<file path="src/rtl/cbpg_pkg.sv">
// Shared constants for the cubic Bezier point generator.
package cbpg_pkg;

  localparam int DEF_MAX_SEGMENTS = 63;
  localparam int DEF_COORD_WIDTH  = 16;

  // segment count / point index width
  localparam int SEG_W  = 6;
  // fraction bits of t, u and the Bernstein weights (t and u Q1.16, weights Q2.16)
  localparam int FRAC_W = 16;

endpackage

</file>
<file path="src/rtl/cbpg_req_if.sv">
// Request channel: four control points and a segment count.
interface cbpg_req_if import cbpg_pkg::*; #(
  parameter int COORD_WIDTH = DEF_COORD_WIDTH
) ();

  logic                          valid;
  logic                          ready;
  logic signed [COORD_WIDTH-1:0] p0_x;
  logic signed [COORD_WIDTH-1:0] p0_y;
  logic signed [COORD_WIDTH-1:0] p1_x;
  logic signed [COORD_WIDTH-1:0] p1_y;
  logic signed [COORD_WIDTH-1:0] p2_x;
  logic signed [COORD_WIDTH-1:0] p2_y;
  logic signed [COORD_WIDTH-1:0] p3_x;
  logic signed [COORD_WIDTH-1:0] p3_y;
  logic        [SEG_W-1:0]       segment_count;

  modport source (
    output valid, p0_x, p0_y, p1_x, p1_y, p2_x, p2_y, p3_x, p3_y, segment_count,
    input  ready
  );

  modport sink (
    input  valid, p0_x, p0_y, p1_x, p1_y, p2_x, p2_y, p3_x, p3_y, segment_count,
    output ready
  );

endinterface

</file>
<file path="src/rtl/cbpg_pt_if.sv">
// Result channel: one curve point per transaction.
interface cbpg_pt_if import cbpg_pkg::*; #(
  parameter int COORD_WIDTH = DEF_COORD_WIDTH
) ();

  logic                          valid;
  logic                          ready;
  logic signed [COORD_WIDTH-1:0] point_x;
  logic signed [COORD_WIDTH-1:0] point_y;
  logic        [SEG_W-1:0]       point_index;
  logic                          last_point;

  modport source (
    output valid, point_x, point_y, point_index, last_point,
    input  ready
  );

  modport sink (
    input  valid, point_x, point_y, point_index, last_point,
    output ready
  );

endinterface

</file>
<file path="src/rtl/cubic_bezier_point_generator.sv">
// Cubic Bezier point generator: sequencer around one shared multiplier and a serial divider.
//
// Usage:
//   in_ch  : one request transaction = control points P0..P3 (signed Q12.4 at
//            COORD_WIDTH bits) and segment_count n. n = 0 is taken as 1, and n
//            above MAX_SEGMENTS is saturated to MAX_SEGMENTS.
//   out_ch : n+1 point transactions, index 0..n, last_point set on index n.
//   in_ch.ready is high only while the block is idle; one request is worked
//   on at a time.
// Steps per point: the bit-serial divider (t = i*2^16/n, one quotient bit a
//   cycle), the multiply sequence (u prep, six weight products, eight
//   coordinate products, then draining the last product and the y sum),
//   then the output register, which holds the point until it is taken.
//   The next request is accepted the cycle after the last point's transaction.
// The serial divider and the single registered multiplier bound the speed:
//   every product goes through the multiplier, one per cycle.
// Reset (rst_n low, synchronous) returns the sequencer to idle; a request in
//   progress is dropped.
// Stall: while out_ch.ready is low the point is held in the output registers
//   and the sequencer waits; nothing is lost or repeated.
module cubic_bezier_point_generator import cbpg_pkg::*; #(
  parameter int MAX_SEGMENTS = DEF_MAX_SEGMENTS,
  parameter int COORD_WIDTH  = DEF_COORD_WIDTH
) (
  input  logic      clk,
  input  logic      rst_n,
  cbpg_req_if.sink  in_ch,
  cbpg_pt_if.source out_ch
);

  // Widths
  localparam int T_W    = FRAC_W + 1;            // t, u, uu, tt, b0, b3 (up to 1.0)
  localparam int WGT_W  = FRAC_W + 2;            // b1, b2 (up to 3.0 before truncation)
  localparam int AW     = WGT_W + 1;             // multiplier A, signed
  localparam int BW     = (COORD_WIDTH > WGT_W) ? COORD_WIDTH : WGT_W;
  localparam int PW     = AW + BW;               // product
  localparam int ACC_W  = PW + 2;                // sum of four products
  localparam int SH_W   = ACC_W - FRAC_W;        // sum after floor shift
  localparam int DIV_W  = SEG_W + FRAC_W;        // dividend i << 16
  localparam int REM_W  = SEG_W + 1;
  localparam int CTR_W  = 5;

  localparam logic [SEG_W-1:0] MAX_N  = SEG_W'(MAX_SEGMENTS);
  localparam logic [T_W-1:0]   ONE_Q  = T_W'(1) << FRAC_W;

  // Multiply sequence steps (value of ctr_r in ST_MUL)
  localparam logic [CTR_W-1:0] MS_PREP = CTR_W'(0);   // u = 1 - t
  localparam logic [CTR_W-1:0] MS_UU   = CTR_W'(1);   // u*u
  localparam logic [CTR_W-1:0] MS_TT   = CTR_W'(2);   // t*t
  localparam logic [CTR_W-1:0] MS_B0   = CTR_W'(3);   // uu*u
  localparam logic [CTR_W-1:0] MS_B3   = CTR_W'(4);   // tt*t
  localparam logic [CTR_W-1:0] MS_B1   = CTR_W'(5);   // uu*t, times 3 on writeback
  localparam logic [CTR_W-1:0] MS_B2   = CTR_W'(6);   // tt*u, times 3 on writeback
  localparam logic [CTR_W-1:0] MS_CX   = CTR_W'(7);   // b0..b3 * P0x..P3x
  localparam logic [CTR_W-1:0] MS_CY   = CTR_W'(11);  // b0..b3 * P0y..P3y
  localparam logic [CTR_W-1:0] MS_LAST = CTR_W'(14);  // last coordinate product
  localparam logic [CTR_W-1:0] MS_END  = CTR_W'(16);  // y sum complete
  localparam logic [CTR_W-1:0] DIV_END = CTR_W'(DIV_W - 1);

  typedef enum logic [3:0] {
    ST_IDLE = 4'b0001,
    ST_DIV  = 4'b0010,
    ST_MUL  = 4'b0100,
    ST_OUT  = 4'b1000
  } state_t;

  state_t                    state_r, state_nxt;
  logic [CTR_W-1:0]          ctr_r;
  logic [CTR_W-1:0]          op_d_r;     // step whose product sits in prod_r
  logic [SEG_W-1:0]          idx_r;
  logic [SEG_W-1:0]          n_r;

  logic signed [COORD_WIDTH-1:0] ctrl_r [8];

  logic [REM_W-1:0]          rem_r;
  logic [DIV_W-1:0]          div_r;      // dividend out at the top, quotient in at the bottom

  logic [T_W-1:0]            u_r, uu_r, tt_r;
  logic [WGT_W-1:0]          b0_r, b1_r, b2_r, b3_r;
  logic signed [PW-1:0]      prod_r;
  logic signed [ACC_W-1:0]   acc_r;
  logic signed [COORD_WIDTH-1:0] px_r, py_r;

  logic in_acc, out_acc, is_last;
  assign in_acc  = in_ch.valid && in_ch.ready;
  assign out_acc = out_ch.valid && out_ch.ready;
  assign is_last = (idx_r == n_r);

  // Segment count clean-up
  logic [SEG_W-1:0] seg_one, seg_eff;
  assign seg_one = (in_ch.segment_count == '0) ? SEG_W'(1) : in_ch.segment_count;
  assign seg_eff = (seg_one > MAX_N) ? MAX_N : seg_one;

  // Restoring divider step
  logic [REM_W-1:0] rem_sh, rem_nxt;
  logic             q_bit;
  assign rem_sh  = {rem_r[REM_W-2:0], div_r[DIV_W-1]};
  assign q_bit   = (rem_sh >= {1'b0, n_r});
  assign rem_nxt = q_bit ? (rem_sh - {1'b0, n_r}) : rem_sh;

  logic [T_W-1:0] t_val;
  assign t_val = div_r[T_W-1:0];

  // Multiplier operand select
  logic [CTR_W-1:0]          k_off;
  logic [2:0]                cidx;
  logic [WGT_W-1:0]          a_val;
  logic [WGT_W-1:0]          b_sel;
  logic signed [BW-1:0]      b_val;

  assign k_off = ctr_r - MS_CX;
  assign cidx  = {k_off[1:0], k_off[2]};

  always_comb begin
    case (k_off[1:0])
      2'd0:    b_sel = b0_r;
      2'd1:    b_sel = b1_r;
      2'd2:    b_sel = b2_r;
      default: b_sel = b3_r;
    endcase
  end

  always_comb begin
    case (ctr_r)
      MS_UU: begin
        a_val = WGT_W'(u_r);
        b_val = BW'(u_r);
      end
      MS_TT: begin
        a_val = WGT_W'(t_val);
        b_val = BW'(t_val);
      end
      MS_B0: begin
        a_val = WGT_W'(uu_r);
        b_val = BW'(u_r);
      end
      MS_B3: begin
        a_val = WGT_W'(tt_r);
        b_val = BW'(t_val);
      end
      MS_B1: begin
        a_val = WGT_W'(uu_r);
        b_val = BW'(t_val);
      end
      MS_B2: begin
        a_val = WGT_W'(tt_r);
        b_val = BW'(u_r);
      end
      default: begin
        a_val = b_sel;
        b_val = BW'(ctrl_r[cidx]);
      end
    endcase
  end

  // Writeback helpers
  logic [T_W-1:0]   prod_q;     // product >> 16 for weight steps
  logic [FRAC_W*2+1:0] prod_lo;
  logic [FRAC_W*2+2:0] prod_x3;
  logic [WGT_W-1:0] prod_q3;    // (3*product) >> 16

  assign prod_lo = prod_r[FRAC_W*2+1:0];
  assign prod_q  = prod_r[FRAC_W+T_W-1:FRAC_W];
  assign prod_x3 = {1'b0, prod_lo} + {prod_lo, 1'b0};
  assign prod_q3 = prod_x3[FRAC_W+WGT_W-1:FRAC_W];

  // Floor shift and saturation of the running sum
  logic signed [SH_W-1:0]        sh;
  logic [SH_W-COORD_WIDTH:0]     sh_hi;
  logic                          sh_ovf;
  logic signed [COORD_WIDTH-1:0] clamped;

  assign sh      = acc_r[ACC_W-1:FRAC_W];
  assign sh_hi   = sh[SH_W-1:COORD_WIDTH-1];
  assign sh_ovf  = !((&sh_hi) || !(|sh_hi));
  assign clamped = sh_ovf ? {sh[SH_W-1], {(COORD_WIDTH-1){~sh[SH_W-1]}}}
                          : sh[COORD_WIDTH-1:0];

  // Sequencer
  always_comb begin
    state_nxt = state_r;
    case (state_r)
      ST_IDLE: if (in_acc) state_nxt = ST_DIV;
      ST_DIV:  if (ctr_r == DIV_END) state_nxt = ST_MUL;
      ST_MUL:  if (ctr_r == MS_END) state_nxt = ST_OUT;
      ST_OUT: begin
        if (out_acc) state_nxt = is_last ? ST_IDLE : ST_DIV;
      end
      default: state_nxt = ST_IDLE;
    endcase
  end

  always_ff @(posedge clk) begin
    if (!rst_n) begin
      state_r <= ST_IDLE;
      ctr_r   <= '0;
    end else begin
      state_r <= state_nxt;
      if (state_nxt != state_r) ctr_r <= '0;
      else                      ctr_r <= ctr_r + CTR_W'(1);
    end
  end

  // Datapath
  always_ff @(posedge clk) begin
    op_d_r <= ctr_r;
    prod_r <= $signed({1'b0, a_val}) * b_val;

    case (state_r)
      ST_IDLE: begin
        if (in_acc) begin
          ctrl_r[0] <= in_ch.p0_x;
          ctrl_r[1] <= in_ch.p0_y;
          ctrl_r[2] <= in_ch.p1_x;
          ctrl_r[3] <= in_ch.p1_y;
          ctrl_r[4] <= in_ch.p2_x;
          ctrl_r[5] <= in_ch.p2_y;
          ctrl_r[6] <= in_ch.p3_x;
          ctrl_r[7] <= in_ch.p3_y;
          n_r       <= seg_eff;
          idx_r     <= '0;
          rem_r     <= '0;
          div_r     <= '0;
        end
      end
      ST_DIV: begin
        rem_r <= rem_nxt;
        div_r <= {div_r[DIV_W-2:0], q_bit};
      end
      ST_MUL: begin
        if (ctr_r == MS_PREP) u_r <= ONE_Q - t_val;
        if (ctr_r == MS_END)  py_r <= clamped;
        case (op_d_r)
          MS_UU: uu_r <= prod_q;
          MS_TT: tt_r <= prod_q;
          MS_B0: b0_r <= WGT_W'(prod_q);
          MS_B3: b3_r <= WGT_W'(prod_q);
          MS_B1: b1_r <= prod_q3;
          MS_B2: b2_r <= prod_q3;
          MS_CX: acc_r <= ACC_W'(prod_r);
          MS_CY: begin
            px_r  <= clamped;
            acc_r <= ACC_W'(prod_r);
          end
          default: begin
            if ((op_d_r > MS_CX && op_d_r < MS_CY) || (op_d_r > MS_CY && op_d_r <= MS_LAST))
              acc_r <= acc_r + ACC_W'(prod_r);
          end
        endcase
      end
      ST_OUT: begin
        if (out_acc && !is_last) begin
          idx_r <= idx_r + SEG_W'(1);
          rem_r <= '0;
          div_r <= {idx_r + SEG_W'(1), {FRAC_W{1'b0}}};
        end
      end
      default: ;
    endcase
  end

  assign in_ch.ready        = (state_r == ST_IDLE);
  assign out_ch.valid       = (state_r == ST_OUT);
  assign out_ch.point_x     = px_r;
  assign out_ch.point_y     = py_r;
  assign out_ch.point_index = idx_r;
  assign out_ch.last_point  = is_last;

  // Checks
  a_accept_starts: assert property (@(posedge clk) disable iff (!rst_n)
    in_acc |=> (state_r == ST_DIV && idx_r == '0 && ctr_r == '0))
    else $error("request transaction did not start the divider at point 0");

  a_index_bound: assert property (@(posedge clk) disable iff (!rst_n)
    out_ch.valid |-> (idx_r <= n_r))
    else $error("point index beyond segment count");

  a_count_legal: assert property (@(posedge clk) disable iff (!rst_n)
    (state_r != ST_IDLE) |-> (n_r != '0 && n_r <= MAX_N))
    else $error("active segment count out of range");

  a_no_overlap: assert property (@(posedge clk) disable iff (!rst_n)
    !(in_ch.ready && out_ch.valid))
    else $error("request taken while a point is pending");

  a_next_point: assert property (@(posedge clk) disable iff (!rst_n)
    (out_acc && !is_last) |=> (state_r == ST_DIV && idx_r == $past(idx_r) + SEG_W'(1)))
    else $error("point index did not advance after a point transaction");

endmodule
</file>
<file path="src/flat_wrapper.sv">
// flat-port wrapper written by rule: the top's interface ports become plain ports
module cubic_bezier_point_generator_flat import cbpg_pkg::*;
#(
  parameter int MAX_SEGMENTS = DEF_MAX_SEGMENTS,
  parameter int COORD_WIDTH  = DEF_COORD_WIDTH
)
  (clk, rst_n, in_ch_valid, in_ch_p0_x, in_ch_p0_y, in_ch_p1_x, in_ch_p1_y, in_ch_p2_x, in_ch_p2_y, in_ch_p3_x, in_ch_p3_y, in_ch_segment_count, in_ch_ready, out_ch_valid, out_ch_point_x, out_ch_point_y, out_ch_point_index, out_ch_last_point, out_ch_ready);
  cbpg_req_if #(.COORD_WIDTH(COORD_WIDTH)) in_ch_i ();
  cbpg_pt_if #(.COORD_WIDTH(COORD_WIDTH)) out_ch_i ();
  input  logic clk;
  input  logic rst_n;
  input wire logic [$bits(in_ch_i.valid)-1:0] in_ch_valid;
  input wire logic [$bits(in_ch_i.p0_x)-1:0] in_ch_p0_x;
  input wire logic [$bits(in_ch_i.p0_y)-1:0] in_ch_p0_y;
  input wire logic [$bits(in_ch_i.p1_x)-1:0] in_ch_p1_x;
  input wire logic [$bits(in_ch_i.p1_y)-1:0] in_ch_p1_y;
  input wire logic [$bits(in_ch_i.p2_x)-1:0] in_ch_p2_x;
  input wire logic [$bits(in_ch_i.p2_y)-1:0] in_ch_p2_y;
  input wire logic [$bits(in_ch_i.p3_x)-1:0] in_ch_p3_x;
  input wire logic [$bits(in_ch_i.p3_y)-1:0] in_ch_p3_y;
  input wire logic [$bits(in_ch_i.segment_count)-1:0] in_ch_segment_count;
  output wire logic [$bits(in_ch_i.ready)-1:0] in_ch_ready;
  output wire logic [$bits(out_ch_i.valid)-1:0] out_ch_valid;
  output wire logic [$bits(out_ch_i.point_x)-1:0] out_ch_point_x;
  output wire logic [$bits(out_ch_i.point_y)-1:0] out_ch_point_y;
  output wire logic [$bits(out_ch_i.point_index)-1:0] out_ch_point_index;
  output wire logic [$bits(out_ch_i.last_point)-1:0] out_ch_last_point;
  input wire logic [$bits(out_ch_i.ready)-1:0] out_ch_ready;
  assign in_ch_i.valid = in_ch_valid;
  assign in_ch_i.p0_x = in_ch_p0_x;
  assign in_ch_i.p0_y = in_ch_p0_y;
  assign in_ch_i.p1_x = in_ch_p1_x;
  assign in_ch_i.p1_y = in_ch_p1_y;
  assign in_ch_i.p2_x = in_ch_p2_x;
  assign in_ch_i.p2_y = in_ch_p2_y;
  assign in_ch_i.p3_x = in_ch_p3_x;
  assign in_ch_i.p3_y = in_ch_p3_y;
  assign in_ch_i.segment_count = in_ch_segment_count;
  assign in_ch_ready = in_ch_i.ready;
  assign out_ch_valid = out_ch_i.valid;
  assign out_ch_point_x = out_ch_i.point_x;
  assign out_ch_point_y = out_ch_i.point_y;
  assign out_ch_point_index = out_ch_i.point_index;
  assign out_ch_last_point = out_ch_i.last_point;
  assign out_ch_i.ready = out_ch_ready;
  cubic_bezier_point_generator #(.MAX_SEGMENTS(MAX_SEGMENTS), .COORD_WIDTH(COORD_WIDTH)) u_core (.clk(clk), .rst_n(rst_n), .in_ch(in_ch_i), .out_ch(out_ch_i));
endmodule
</file>
<file path="config.mk">
export PLATFORM = sky130hd
export DESIGN_NAME = cubic_bezier_point_generator_flat
export DESIGN_NICKNAME = d
export VERILOG_FILES = /design/src/rtl/cbpg_pkg.sv /design/src/rtl/cbpg_req_if.sv /design/src/rtl/cbpg_pt_if.sv /design/src/rtl/cubic_bezier_point_generator.sv /design/src/flat_wrapper.sv
export SDC_FILE = /design/constraint.sdc
export NUM_CORES = 1
export LEC_CHECK = 0
export ABC_AREA = 1
export BUFFER_PORTS_ARGS = -buffer_cell sky130_fd_sc_hd__clkbuf_2
export CAP_MARGIN = 25
export CELL_PAD_IN_SITES_DETAIL_PLACEMENT = 0
export CELL_PAD_IN_SITES_GLOBAL_PLACEMENT = 1
export CORE_ASPECT_RATIO = 0.9
export CORE_UTILIZATION = 30
export CTS_BUF_LIST = sky130_fd_sc_hd__clkbuf_16
export DETAILED_ROUTE_END_ITERATION = 8
export PLACE_DENSITY = 0.55
export SYNTH_ARGS = -nofsm -noshare
export SYNTH_HDL_FRONTEND = slang
export SYNTH_SLANG_ARGS = --single-unit
</file>
<file path="constraint.sdc">
create_clock -name clk -period 8.16 [get_ports clk]
set_clock_uncertainty 0.15 [all_clocks]
set_input_delay 1.632 -clock clk [delete_from_list [all_inputs] [get_ports clk]]
set_output_delay 1.632 -clock clk [all_outputs]
set_load 0.005 [all_outputs]
</file>
Word-level counts from Yosys, hierarchy flattened
Memory sizes are Yosys's and may differ from the RTL's.
Index checks and enable logic that the tools add are counted.

operators by class
  $add $sub $neg = 7
  multiply operators = 1
  div/mod/pow operators = 0
  $lt $le $gt $ge = 6
  eq/ne operators = 26
  shift-type cells = 0
  mux-type cells = 26
  bitwise operators = 3
  reductions and logical operators = 37

operator list
  cell                                                             number
  39-bit one-hot mux with 2 select lines                           1
  18-bit one-hot mux with 4 select lines                           1
  22-bit one-hot mux with 3 select lines                           1
  18-bit one-hot mux with 3 select lines                           1
  22-bit two-way mux                                               2
  39-bit by 37-bit adder with 39-bit output                        1
  39-bit two-way mux                                               1
  19-bit by 18-bit multiplier with 37-bit output                   1
  6-bit two-way mux                                                6
  18-bit one-hot mux with 2 select lines                           1
  5-bit by 3-bit == test with 1-bit output, second input constant  7
  34-bit adder                                                     1
  5-bit by 2-bit == test with 1-bit output, second input constant  4
  2-bit AND reduction                                              10
  6-bit one-hot mux with 3 select lines                            1
  17-bit subtractor, first input constant                          1
  16-bit two-way mux                                               1
  4-bit two-way mux                                                4
  4-bit one-hot mux with 4 select lines                            1
  6-bit one-hot mux with 2 select lines                            1
  5-bit by 1-bit == test with 1-bit output, second input constant  2
  5-bit == test, second input constant                             2
  3-bit AND reduction                                              3
  8-bit AND reduction                                              1
  35 further kinds                                                 51

storage, ports and cells
  bits in registers = 283
  latch bits = 0
  RAM bits = 128
  memory bits (read-only) = 0
  input bits = 138
  memories = 1

memory list
  name           depth  bits a word  read ports  clocked after Yosys merged registers in  wr ports  RTL line                            text
  u_core.ctrl_r  8      16           1           0                                        8         cubic_bezier_point_generator.sv:73  logic signed [COORD_WIDTH-1:0] ctrl_r [8];

Longest topological paths before layout
Gate-level depths: netlist of the first run.

  depth after elaboration = 6
  gate-level depth with buffers = 38
  gate-level depth less buffers = 35

Worst setup path before layout of the first run
OpenSTA, ideal clock, no wires.

  path type = flip-flop to flip-flop
  start = register u_core.ctr_r[0]
  end = register u_core.prod_r[29]
  setup time = 0.072 ns
  data arrival time = 6.927 ns
  slack = 1.011 ns
  stages on the path, launching flop included = 33
  path buffers = 4
  clock period less this slack = 7.149 ns
  cell sequence = dfxtp_1 -> clkbuf_1 -> inv_1 -> clkbuf_1 -> ha_1 -> nand3_4 -> nand2_1 -> nor2_4 -> nand2_4 -> buf_6 -> nor2_1 -> nor3_4 -> inv_1 -> buf_2 -> nand2_1 -> fa_1 -> inv_1 -> fa_1 -> inv_1 -> fa_1 -> inv_1 -> fa_1 -> fa_1 -> inv_1 -> fa_1 -> inv_1 -> ha_1 -> nand2_1 -> nor2_1 -> nand4_1 -> or2_2 -> nand3_1 -> xor2_1

between the ends
  longest elaborated chain between the ends = 5
  elaborated cells between the ends (all ways) = 19

RTL lines
  what                                                RTL line                             text
  start: declaration                                  cubic_bezier_point_generator.sv:68   logic [CTR_W-1:0] ctr_r;
  start signal: assignment                            cubic_bezier_point_generator.sv:200  else ctr_r <= ctr_r + CTR_W'(1);
  3-bit subtractor (*)                                cubic_bezier_point_generator.sv:111  assign k_off = ctr_r - MS_CX;
  via u_core.k_off[0]                                 cubic_bezier_point_generator.sv:105  logic [CTR_W-1:0] k_off;
  2-bit == test (tied with other cells)               cubic_bezier_point_generator.sv:115  case (k_off[1:0])
  18-bit one-hot mux with 3 select lines              cubic_bezier_point_generator.sv:115
  18-bit one-hot mux with 4 select lines              cubic_bezier_point_generator.sv:124  case (ctr_r)
  19-bit by 18-bit multiplier with 37-bit output (*)  cubic_bezier_point_generator.sv:207  prod_r <= $signed({1'b0, a_val}) * b_val;
  end signal: assignment                              cubic_bezier_point_generator.sv:207
  end: declaration                                    cubic_bezier_point_generator.sv:80   logic signed [PW-1:0] prod_r;

The timed path passes the listed nets; every way through them passes the cells marked *.
A chain may end at the register's enable or synchronous reset.

Worst setup path in the final report of the first run
  start = register u_core.ctr_r[1]
  end = register u_core.prod_r[35]

between the ends
  longest elaborated chain between the ends = 5
  elaborated cells between the ends (all ways) = 19

RTL lines
  what                                                RTL line
  3-bit subtractor                                    cubic_bezier_point_generator.sv:111
  2-bit == test (tied with other cells)               cubic_bezier_point_generator.sv:115
  18-bit one-hot mux with 3 select lines              cubic_bezier_point_generator.sv:115
  18-bit one-hot mux with 4 select lines              cubic_bezier_point_generator.sv:124
  19-bit by 18-bit multiplier with 37-bit output (*)  cubic_bezier_point_generator.sv:207

Mark *: on every way between the ends. The rest lies on a longest branch, timed or not.

==> flow_metrics.tcl, run 1 <==
set metrics [dict create \
    yosysSeqAreaShare_pct 36.8 \
    slew_headroom_pct 35.6 \
    clk_path_buf_depth 3 \
    run_status "completed" \
    hold_viol 0 \
    synth-compound-area-share_pct 6.88 \
    io_buffer_count 178 \
    drive_gt1_share_pct 10.7 \
    synth_simple_gate_area_share_pct 20.7 \
    worstMarginPinSlew_ns 0.963 \
    cts_tree "built" \
    path_buf_inv 5 \
    cts_hold_buf 0 \
    core_um2 106000 \
    num_vias 25200 \
    max_cap_viol_count 0 \
    cts_buffers 47 \
    synthFlopType "edfxtp_1" \
    routabilityCongestion 0.906 \
    finalCriticalPeriod_ns 7.73 \
    synthAdderAreaFrac_pct 24.5 \
    grt_pass1_wl_mm 169 \
    crit_path_start_kind "flop" \
    final_cell_mix "nand2_1, inv_1, nor2_1" \
    antenna_found_initial 0 \
    holdPathStages 0 \
    setup_viol 0 \
    avgSynthCellArea_um2 8.69 \
    clk_latency_ns 0.63 \
    layout_commonest_cell "nand2_1" \
    synth_top_family_by_area "adder cells" \
    drtIter0Drc 1657 \
    finalCritPeriodShare_pct 94.7 \
    wl_mm 111 \
    async_flop_share_pct 0 \
    slew_violations 0 \
    overflow 0 \
    grt_max_degree 73 \
    arrival_ns 8.09 \
    timing.fmax_ghz 0.129 \
    grt_usage_pct 20.7 \
    die_h_um 313 \
    yosys-top-cells-area "edfxtp_1, fa_1, nand2_1" \
    rows 113 \
    start_util_pct 30.4 \
    hold_slack_ns 0.266 \
    fill_cells 11200 \
    rsz0062_at_grt "no" \
    critPathMaxStageDelay_ns 0.61 \
    cpMaxStageDelayCell "fa_1" \
    clkSinkCount 411 \
    synth_cell_types 51 \
    h-tree-depth 2 \
    drtPass1Iterations 5 \
    die_area_um2 109000 \
    die_w_um 347 \
    cts_resized 0 \
    syn-num-nets 4313 \
    cp_max_fo 28 \
    worstRegToRegCells 28 \
    drtAntennaViolNets 0 \
    synth.area.mux_share_pct 0 \
    synth_top_area_share_pct 33.6 \
    dpl.hpwl_mm 89.7 \
    layout.nets 4543 \
    path_clk_slew_ns 0.07 \
    wl_per_cell_um 20.7 \
    cp_num_cells 28 \
    netlist_instances 3701 \
    hold_path_class "flop to flop" \
    crit_type "flop to flop" \
    critPathRequiredTime_ns 8.52 \
    root_buffer "clkbuf_16" \
    worst_path_most_repeated_cell "fa_1" \
    yosys.area.top_type "edfxtp_1" \
    syn_to_final_growth_pct 13.8 \
    endpoint_kind "flop" \
    critPathTopFamily "adder cells" \
    vias_per_cell 4.71 \
    synthesis.area_um2 32200 \
    drc 0 \
    ys_warn_count 0 \
    grt_pass1_vias 26000 \
    synth-seq-cells 411 \
    fin_setup_tns_ns 0 \
    synth_edf_count 360 \
    cts_setup_buffers 0 \
    synthXorXnorAreaFrac_pct 2.21 \
    ios 179 \
]
## through the flow
step                      cell area (µm²)  setup slack [ns]  instances  utilization (%)
final                               36600             0.429       5350             34.6
after floorplan                     32200              1.01       3701                -
after global routing                36600            0.0474       5349             34.6
after CTS                           36600             0.405       5349             34.6
after global placement              35100             0.432       5261             33.1
after detailed placement            35100             0.506       5262             33.1
## worst register-to-register path, delay by kind of cell, from the launching register on
family          cells  cell delay [ns]
compound gates      1             0.12
xor+xnor            1             0.21
fa+ha+maj           8             3.83
buf+inv             5             0.78
flops               1             0.46
simple gates       13             2.08
## cell families (layout without fill, tap and decap cells)
logic type | count (synthesis) | in the layout
compound gates | 390 | 390
buf+inv | 737 | 1005
fa+ha+maj | 474 | 474
xor+xnor | 81 | 81
simple gates | 1608 | 1608
flops | 411 | 411
other cells | 0 | 1
## routing by layer
layer	vias to the layer above	global-route usage [%]	routed length, µm
li1	12300	-	-
met1	12300	28.7	51700
met2	510	34.5	52400
met3	108	2.58	4380
met4	0	4.70	2420
met5	-	0	0
## area by class of cell
class	instances	area, µm²	share of cell area, %
diodes	1	2.50	0.00684
multi-input cells	2553	17500	47.8
inverters	654	2460	6.72
flip-flops and latches	411	11800	32.3
well taps	1380	1730	4.72
clock buffers	48	1200	3.28
clock inverters	39	305	0.834
repair buffers	264	1570	4.30
## state kept, by name, indices dropped and copies added, names as in the netlist, 17 cells and up
register / cells
u_core.acc_r: 39
u_core.b0_r: 17
u_core.b1_r: 18
u_core.b2_r: 18
u_core.b3_r: 17
u_core.ctrl_r: 128
u_core.div_r: 22
u_core.prod_r: 37
u_core.tt_r: 17
u_core.u_r: 17
u_core.uu_r: 17
## path summary, 6_finish.rpt
| kind | startpoint | endpoint | slack [ns] |
|---|---|---|---|
| max | u_core.ctr_r[1]$_SDFF_PP0_ | u_core.prod_r[35]$_DFF_P_ | 0.43 |
| min | u_core.ctr_r[0]$_SDFF_PP0_ | u_core.op_d_r[0]$_DFF_P_ | 0.27 |
| max reg2reg | u_core.ctr_r[1]$_SDFF_PP0_ | u_core.prod_r[35]$_DFF_P_ | 0.43 |
| min reg2reg | u_core.ctr_r[0]$_SDFF_PP0_ | u_core.op_d_r[0]$_DFF_P_ | 0.27 |
## synth_stat cells (6+ instances only)
library cell and count:
nand2_1 920, inv_1 625, nor2_1 370, edfxtp_1 360, fa_1 258, ha_1 216
nand3_1 205, a21oi_1 169, o21ai_0 118, xor2_1 54, dfxtp_1 51, clkbuf_1 39
buf_2 29, nor3_1 29, xnor2_1 27, inv_2 26, nand4_1 25, o22ai_1 25
a21o_1 17, o21bai_1 17, a31oi_1 13, nand2_2 13, nor4_1 9, or2_2 7
buf_4 6, nand3b_1 6, nor2_2 6
Power of run 1 is not shown: default switching activity piles up to over one toggle a cycle in this logic, so the estimate is an artifact.
==> run 2: changes to the inputs <==
--- a/config.mk
+++ b/config.mk
@@ -11,6 +11,7 @@
 export CELL_PAD_IN_SITES_DETAIL_PLACEMENT = 0
 export CELL_PAD_IN_SITES_GLOBAL_PLACEMENT = 1
 export CORE_ASPECT_RATIO = 0.9
+export CORE_MARGIN = 4
 export CORE_UTILIZATION = 30
 export CTS_BUF_LIST = sky130_fd_sc_hd__clkbuf_16
 export DETAILED_ROUTE_END_ITERATION = 8
==> flow_metrics.tcl, run 2 (synthesis gave the netlist of run 1 again) <==
set metrics [dict create \
    cts_setup_buffers 0 \
    wl_per_cell_um 20.6 \
    start_util_pct 30.4 \
    cts_buffers 48 \
    critPathRequiredTime_ns 8.54 \
    worst_path_most_repeated_cell "fa_1" \
    multi_input_area_um2 17500 \
    num_vias 25300 \
    worstMarginPinSlew_ns 0.987 \
    largest_reg_flops 128 \
    fill_cells 11100 \
    crit_type "flop to flop" \
    h-tree-depth 2 \
    layout_commonest_cell "nand2_1" \
    slew_violations 0 \
    max_cap_viol_count 0 \
    cp_max_fo 21 \
    regMostFlops "u_core.ctrl_r" \
    reg2reg_to "u_core.prod_r[33]$_DFF_P_" \
    drtAntennaViolNets 0 \
    grt_pass1_wl_mm 168 \
    finalCriticalPeriod_ns 7.68 \
    layout.nets 4548 \
    crit_path_start_kind "flop" \
    hold_path_class "flop to flop" \
    critPathLaunch "u_core.ctr_r[1]$_SDFF_PP0_" \
    die_area_um2 113000 \
    io_buffer_count 178 \
    drc 0 \
    fin_setup_tns_ns 0 \
    r2r_setup_slack_ns 0.48 \
    rsz0062_at_grt "no" \
    critPathMaxStageDelay_ns 0.58 \
    antenna_found_initial 4 \
    clkSinkCount 411 \
    hold_viol 0 \
    setup_viol 0 \
    endpoint_kind "flop" \
    overflow 0 \
    clk_latency_ns 0.62 \
    syn_to_final_growth_pct 14.1 \
    slew_headroom_pct 34.0 \
    path_clk_slew_ns 0.06 \
    holdPathStages 0 \
    arrival_ns 8.07 \
    area.sequential_um2 11800 \
    routabilityCongestion 0.885 \
    reg2reg_from "u_core.ctr_r[1]$_SDFF_PP0_" \
    hold_start "u_core.ctr_r[0]$_SDFF_PP0_" \
    dpl.hpwl_mm 89.4 \
    wl_mm 111 \
    final_cell_mix "nand2_1, inv_1, nor2_1" \
    cts_hold_buf 0 \
    clk_path_buf_depth 3 \
    grt_pass1_vias 25900 \
    grt_max_degree 70 \
    root_buffer "clkbuf_16" \
    ios 179 \
    core_um2 106000 \
    hold_slack_ns 0.279 \
    worstRegToRegCells 29 \
    largestRegisters "u_core.ctrl_r x128, u_core.acc_r x39, u_core.prod_r x37" \
    grt_usage_pct 19.6 \
    hold_end "u_core.op_d_r[0]$_DFF_P_" \
    finalCritPeriodShare_pct 94.2 \
    drive_gt1_share_pct 10.8 \
    vias_per_cell 4.73 \
    cpMaxStageDelayCell "fa_1" \
    cts_tree "built" \
    cts_resized 0 \
    rows 113 \
    run_status "completed" \
    timing.fmax_ghz 0.130 \
    die_h_um 319 \
    drtIter0Drc 1517 \
    die_w_um 353 \
    drtPass1Iterations 5 \
]
==> run 2: per-stage QoR <==
stage / cells / util [%] / setup WS (ns) / area (µm²)
global route: 5359 / 34.6 / 0.100 / 36700
global placement: 5265 / 33.1 / 0.555 / 35100
detailed placement: 5266 / 33.2 / 0.519 / 35100
CTS: 5356 / 34.6 / 0.450 / 36700
finish: 5359 / 34.6 / 0.476 / 36700
floorplan: 3701 / - / 1.01 / 32200
==> run 2: layout make-up <==
cell class                      instances  share of cell area [%]
Antenna cell                            3                  0.0205
Clock buffer                           49                    3.34
Clock inverter                         41                   0.917
Inverter                              654                    6.70
Multi-Input combinational cell       2553                    47.7
Sequential cell                       411                    32.3
Tap cell                             1380                    4.71
Timing Repair Buffer                  268                    4.34
==> run 2: worst max path at each step <==
stage | depth (start not counted) | end | slack [ns]
finish | 29 | u_core.prod_r[33]$_DFF_P_ | 0.48
detailed placement | 29 | u_core.prod_r[33]$_DFF_P_ | 0.52
global route | 30 | u_core.prod_r[30]$_DFF_P_ | 0.10
CTS | 29 | u_core.prod_r[33]$_DFF_P_ | 0.45
global placement | 29 | u_core.prod_r[33]$_DFF_P_ | 0.55
floorplan | 32 | u_core.prod_r[29]$_DFF_P_ | 1.01
==> run 2: routing by layer <==
layer / GRT usage, % / wire, µm / vias up
met5: 0 / 8 / -
met4: 4.03 / 2070 / 2
met3: 2.57 / 3940 / 92
met2: 33.4 / 53100 / 429
met1: 26.7 / 51400 / 12500
li1: - / - / 12300
==> run 2: worst max-delay path, delay by kind of cell, from the launching register on <==
family / cells / cell delay (ns)
AND/OR/NAND/NOR: 12 / 1.99
flip-flops: 1 / 0.45
XOR/XNOR: 1 / 0.15
adder cells (fa/ha/maj): 8 / 3.87
buffers and inverters: 8 / 0.97
Power of run 2 is left out for the same reason.
